===== src/ds_twr_range_averager_top_defines.svh =====
// Assertion macros for the ranging averager. Each assertion is sampled on the
// rising edge of clk and is disabled while rst_n is low.
`ifndef DS_TWR_RANGE_AVERAGER_TOP_DEFINES_SVH
`define DS_TWR_RANGE_AVERAGER_TOP_DEFINES_SVH

// Checks that prop holds at every sampled edge.
`define DS_TWR_ASSERT(name, prop) \
    name: assert property (@(posedge clk) disable iff (!rst_n) (prop)) \
        else $error("ds_twr assertion failed");

// Checks that cond is followed by nxt on the next edge.
`define DS_TWR_ASSERT_NEXT(name, cond, nxt) \
    name: assert property (@(posedge clk) disable iff (!rst_n) (cond) |=> (nxt)) \
        else $error("ds_twr sequencing assertion failed");

`endif


===== src/ds_twr_pkg.sv =====
// ----------------------------------------------------------------------------
// ds_twr_pkg
// Shared constants and types for the two-way ranging distance averager.
// ----------------------------------------------------------------------------
`timescale 1ns / 1ps

package ds_twr_pkg;

    localparam int TS_W    = 40;   // timestamp width
    localparam int HALF_W  = 20;   // multiplier operand width
    localparam int PROD_W  = 80;   // full product width
    localparam int DEN_W   = 42;   // sum of four intervals
    localparam int DIST_W  = 24;
    localparam int AD_W    = 16;
    localparam int MPT_W   = 32;
    localparam int STEP_W  = 7;    // divider step count, up to 80
    localparam int ADDR_W  = 4;

    localparam logic [DIST_W-1:0] DIST_MAX = {DIST_W{1'b1}};

    localparam logic [1:0] ST_ACCEPT  = 2'd0;
    localparam logic [1:0] ST_TIMEOUT = 2'd1;
    localparam logic [1:0] ST_NEG     = 2'd2;
    localparam logic [1:0] ST_LIMIT   = 2'd3;

    localparam logic [1:0] REG_ANT_DELAY = 2'd0;
    localparam logic [1:0] REG_MPT       = 2'd1;
    localparam logic [1:0] REG_LIMIT     = 2'd2;

    typedef struct packed {
        logic              start;
        logic [STEP_W-1:0] steps;
    } div_req_t;

endpackage


===== src/ds_twr_div.sv =====
// ----------------------------------------------------------------------------
// ds_twr_div
// Restoring divider, one quotient bit per cycle, dividend taken from the top.
// ----------------------------------------------------------------------------
`timescale 1ns / 1ps

module ds_twr_div
(
    input  logic                                clk,
    input  logic                                rst_n,
    input  ds_twr_pkg::div_req_t                req,
    input  logic [ds_twr_pkg::PROD_W-1:0]       dividend,
    input  logic [ds_twr_pkg::DEN_W-1:0]        divisor,
    output logic [ds_twr_pkg::TS_W-1:0]         quotient,
    output logic                                done
);

    logic [ds_twr_pkg::PROD_W-1:0]      num_reg;
    logic [ds_twr_pkg::DEN_W-1:0]       den_reg;
    logic [ds_twr_pkg::DEN_W-1:0]       rem_reg;
    logic [ds_twr_pkg::TS_W-1:0]        quo_reg;
    logic [ds_twr_pkg::STEP_W-1:0]      cnt_reg;
    logic                               busy_reg;
    logic                               done_reg;

    logic [ds_twr_pkg::DEN_W:0]         rem_shift;
    logic                               rem_ge;
    logic [ds_twr_pkg::DEN_W:0]         rem_sub;

    assign rem_shift = {rem_reg, num_reg[ds_twr_pkg::PROD_W-1]};
    assign rem_ge    = rem_shift >= {1'b0, den_reg};
    assign rem_sub   = rem_shift - {1'b0, den_reg};

    always_ff @(posedge clk or negedge rst_n)
    begin
        if (!rst_n)
        begin
            busy_reg <= 1'b0;
            done_reg <= 1'b0;
            cnt_reg  <= '0;
        end
        else
        begin
            done_reg <= 1'b0;
            if (req.start)
            begin
                busy_reg <= 1'b1;
                cnt_reg  <= req.steps;
            end
            else if (busy_reg)
            begin
                cnt_reg <= cnt_reg - 1'b1;
                if (cnt_reg == ds_twr_pkg::STEP_W'(1))
                begin
                    busy_reg <= 1'b0;
                    done_reg <= 1'b1;
                end
            end
        end
    end

    always_ff @(posedge clk)
    begin
        if (req.start)
        begin
            num_reg <= dividend;
            den_reg <= divisor;
            rem_reg <= '0;
            quo_reg <= '0;
        end
        else if (busy_reg)
        begin
            num_reg <= {num_reg[ds_twr_pkg::PROD_W-2:0], 1'b0};
            rem_reg <= rem_ge ? rem_sub[ds_twr_pkg::DEN_W-1:0]
                              : rem_shift[ds_twr_pkg::DEN_W-1:0];
            quo_reg <= {quo_reg[ds_twr_pkg::TS_W-2:0], rem_ge};
        end
    end

    assign quotient = quo_reg;
    assign done     = done_reg;

endmodule


===== config.mk =====
export PLATFORM = sky130hd
export DESIGN_NAME = ds_twr_div
export DESIGN_NICKNAME = d
export VERILOG_FILES = /design/src/ds_twr_range_averager_top_defines.svh /design/src/ds_twr_pkg.sv /design/src/ds_twr_div.sv
export SDC_FILE = /design/constraint.sdc
export NUM_CORES = 1
export LEC_CHECK = 0
export ABC_AREA = 1
export BUFFER_PORTS_ARGS = -buffer_cell sky130_fd_sc_hd__buf_2
export CAP_MARGIN = 20
export CORE_ASPECT_RATIO = 1.2
export CORE_MARGIN = 3
export CORE_UTILIZATION = 55
export CTS_CLUSTER_DIAMETER = 80
export DETAILED_ROUTE_END_ITERATION = 12
export PLACE_DENSITY = 0.86
export REMOVE_ABC_BUFFERS = 1
export SETUP_SLACK_MARGIN = 0.3
export SYNTH_ARGS = -nofsm -noshare
export SYNTH_HDL_FRONTEND = slang
export SYNTH_SLANG_ARGS = --single-unit

===== constraint.sdc =====
create_clock -name clk -period 4.2 [get_ports clk]
set_input_delay 0.42 -clock clk [delete_from_list [all_inputs] [get_ports clk]]
set_output_delay 0.42 -clock clk [all_outputs]
set_load 0.01 [all_outputs]

==> results.yml <==
hold_path:
  hold_path_end: "den_reg[4]$_DFFE_PP_"
  worstHoldPathType: "primary input to flop"
  hold-path-cell-count: 1
  min_from: "divisor[4]"
die:
  die_w_um: 139.0
  ios: 173
  rows: 57
  die_y_um: 165.6
  dieArea_sq_um: 23010
  start_util: 0.5681
  core_area_sq_um: 20540
worst_setup_path:
  cp_max_fo: 43
  cp_slowest_cell: "a21oi_2"
  cp.arrival_ns: 3.38
  rrSetupSlack_ns: 1.26
  worstRegToRegCells: 13
  crit_chain: "inv_1, ha_1, nand2_1, nor2_1, nand2_1, nor3_2, nand2_1, nand2_2, nand2_4, a21oi_2, buf_4, nand2_1, nand3_1"
  reg2reg_from: "den_reg[24]$_DFFE_PP_"
  critPathCaptureType: "flop"
  cp.required_ns: 4.64
  timing.rr.end: "rem_reg[21]$_SDFFE_PP0P_"
  crit_path_frequent_cell: "nand2_1"
  critical_path_class: "flop to flop"
  cpPeakStageDelay_ns: 0.50
  start_kind: "flop"
power_and_ir_drop:
  power_leakage_nw: 7.025
  p_per_area_nw_per_um2: 566.0
  ir_drop_mv: 0.4330
sta:
  worst_slack_ns: 1.264
  fin_crit_sh: 0.6990
  rsz0062_at_grt: "false"
  slew_violations: 0
  final-setup-viol-count: 0
  slew-limit-headroom: 0.3388
  fin_worst_skew_ns: 0.006431
  hold_viol: 0
  worst_slew_pin_slew_ns: 0.9904
  tns_ns: 0
  clock.fmax_mhz: 340.6
  min_period_ns: 2.936
synthesis:
  netlist_top_cells_count: "nand2_1, inv_1, edfxtp_1"
  synth.area.top_cells: "edfxtp_1, nand2_1, dfxtp_1"
  synth_area_leader_cell: "edfxtp_1"
  ys_ff_latch: 213
  synthDistinctLibCells: 40
  synthFlopType: "edfxtp_1"
  synth.avg_cell_area_sq_um: 7.518
  synth_edf_count: 122
  ys.warnings.count: 0
  synthCells: 1552
  synth_top_area_share: 0.3140
  netlist_area_sq_um: 11670
  synth.most_common_cell: "nand2_1"
  synthArstFlopShare: 0.04225
  yosysSeqAreaShare: 0.4739
grt:
  grt_remaining_overflow: 0
  grt_max_degree: 71
  grt_antenna_before_repair: 3
  grt_pass1_vias: 10170
  grt_util_all_layers: 0.2600
  grt_pass1_wl_um: 49360
place:
  port_buffers: 172
  dp_hpwl_um: 22370
  routabilityCongestion: 1.019
  pre_cts_ws_ns: 1.289
final_layout:
  nFillCells: 1774
  nNetsFinal: 1889
  drive_gt1_frac: 0.1400
  insertedDiodeCount: 0
  area_delta_synth_final_pct: 16.20
  largest_reg_flops: 80
clock_tree:
  cts_buffer_depth: 3
  cts-root-buf: "clkbuf_16"
  numCtsBuffers: 22
  clk_latency_ns: 0.51
  ctsResizeCount: 0
  tritoncts: "yes"
  cts_setup_buffers: 0
  htree_levels: 1
  cts_hold_buf: 1
  cts_sinks: 213
  clk_pin_slew_ns: 0.06
run:
  maxCapViolations: 0
detailed_routing:
  post-route-drc-count: 0
  drt_first_pass_iters: 5
  drtIter0Drc: 596
  routed_wl_um: 30180
  wl_per_cell_um: 15.14
  via_per_inst: 5.226
  route.vias.total: 10420
  ant_nets: 0
run_status:
  outcome: "completed"
==> where the power goes <==
part           switching [mW]  internal [mW]
Sequential              0.201           2.54
Clock                   0.807           1.31
Combinational            1.89          0.917
==> logic make-up (layout without fill, tap and decap cells) <==
logic type | after synthesis | in the layout | share of synthesized area
AND/OR/NAND/NOR | 883 | 883 | 0.3112
buffers and inverters | 288 | 464 | 0.09500
flip-flops | 213 | 213 | 0.4739
AO/OA/AOI/OAI | 95 | 95 | 0.04997
adder cells (fa/ha/maj) | 45 | 45 | 0.04890
XOR/XNOR | 28 | 28 | 0.02102
==> worst max path at each step <==
stage                                      from                  endpoint  slack [ns]  cells after the start
after floorplan              busy_reg$_DFF_PN0_  quotient[0]$_SDFFE_PP0P_        0.30                      6
after global placement    den_reg[25]$_DFFE_PP_  rem_reg[40]$_SDFFE_PP0P_        1.41                     13
after detailed placement  den_reg[31]$_DFFE_PP_  rem_reg[21]$_SDFFE_PP0P_        1.29                     13
after CTS                 den_reg[24]$_DFFE_PP_  rem_reg[21]$_SDFFE_PP0P_        1.24                     13
after global routing       den_reg[6]$_DFFE_PP_  rem_reg[21]$_SDFFE_PP0P_        1.01                     15
final                     den_reg[24]$_DFFE_PP_  rem_reg[21]$_SDFFE_PP0P_        1.26                     13
==> layer usage <==
metal  vias up  global-route usage  part of all wire
met4         6             0.08230             0.030
met1      4762              0.3138              0.40
met5         -                   0            0.0012
met3        66             0.04810             0.065
met2       350              0.4730              0.50
li1       5231                   -                 -
==> worst max-delay path, delay by kind of cell (launching register included) <==
kind | cells | cell delay (ns)
AO/OA/AOI/OAI | 1 | 0.50
adder cells (fa/ha/maj) | 1 | 0.42
buffers and inverters | 2 | 0.39
flip-flops | 1 | 0.33
AND/OR/NAND/NOR | 9 | 1.22
==> cells in the final DEF, fill, tap and decap left out, types with 2 or more instances in the layout <==
master	instances
a21boi_0	2
a21oi_1	29
buf_2	171
buf_4	11
bufinv_16	3
clkbuf_1	4
clkbuf_16	25
clkbuf_8	3
clkinv_2	3
dfrtp_1	9
dfxtp_1	82
edfxtp_1	122
ha_1	44
inv_1	235
inv_2	5
inv_4	2
nand2_1	646
nand2_2	4
nand3_1	91
nand3b_1	6
nand4_1	39
nor2_1	76
nor2_2	7
nor2_4	3
nor3_1	6
o21a_1	2
o21ai_0	7
o21bai_1	9
o221ai_1	4
o22ai_1	38
xnor2_1	5
xor2_1	23
==> stage by stage <==
step             util  area [sq um]  std cells  hold slack (ns)  total power [mW]
3_5_place_dp   0.6209         12750       1952           0.2841             5.553
4_1_cts        0.6601         13560       1993          0.07145             7.677
5_1_grt        0.6601         13560       1993          0.07018             8.175
2_1_floorplan       -         11460       1505           0.1244             4.720
3_3_place_gp   0.6209         12750       1952           0.2802             5.499
6_report       0.6601         13560       1993          0.08319             7.675
==> final cells by class <==
class | count | area (sq um) | area share
tap | 265 | 331.6 | 0.02445
multi-input combinational | 1051 | 5045 | 0.3721
clock buffer | 32 | 681.9 | 0.05029
clock inverter | 8 | 115.1 | 0.008489
timing repair buffer | 183 | 948.4 | 0.06995
inverter | 241 | 907.1 | 0.06690
sequential | 213 | 5530 | 0.4079
(Power assumes the default switching activity.)
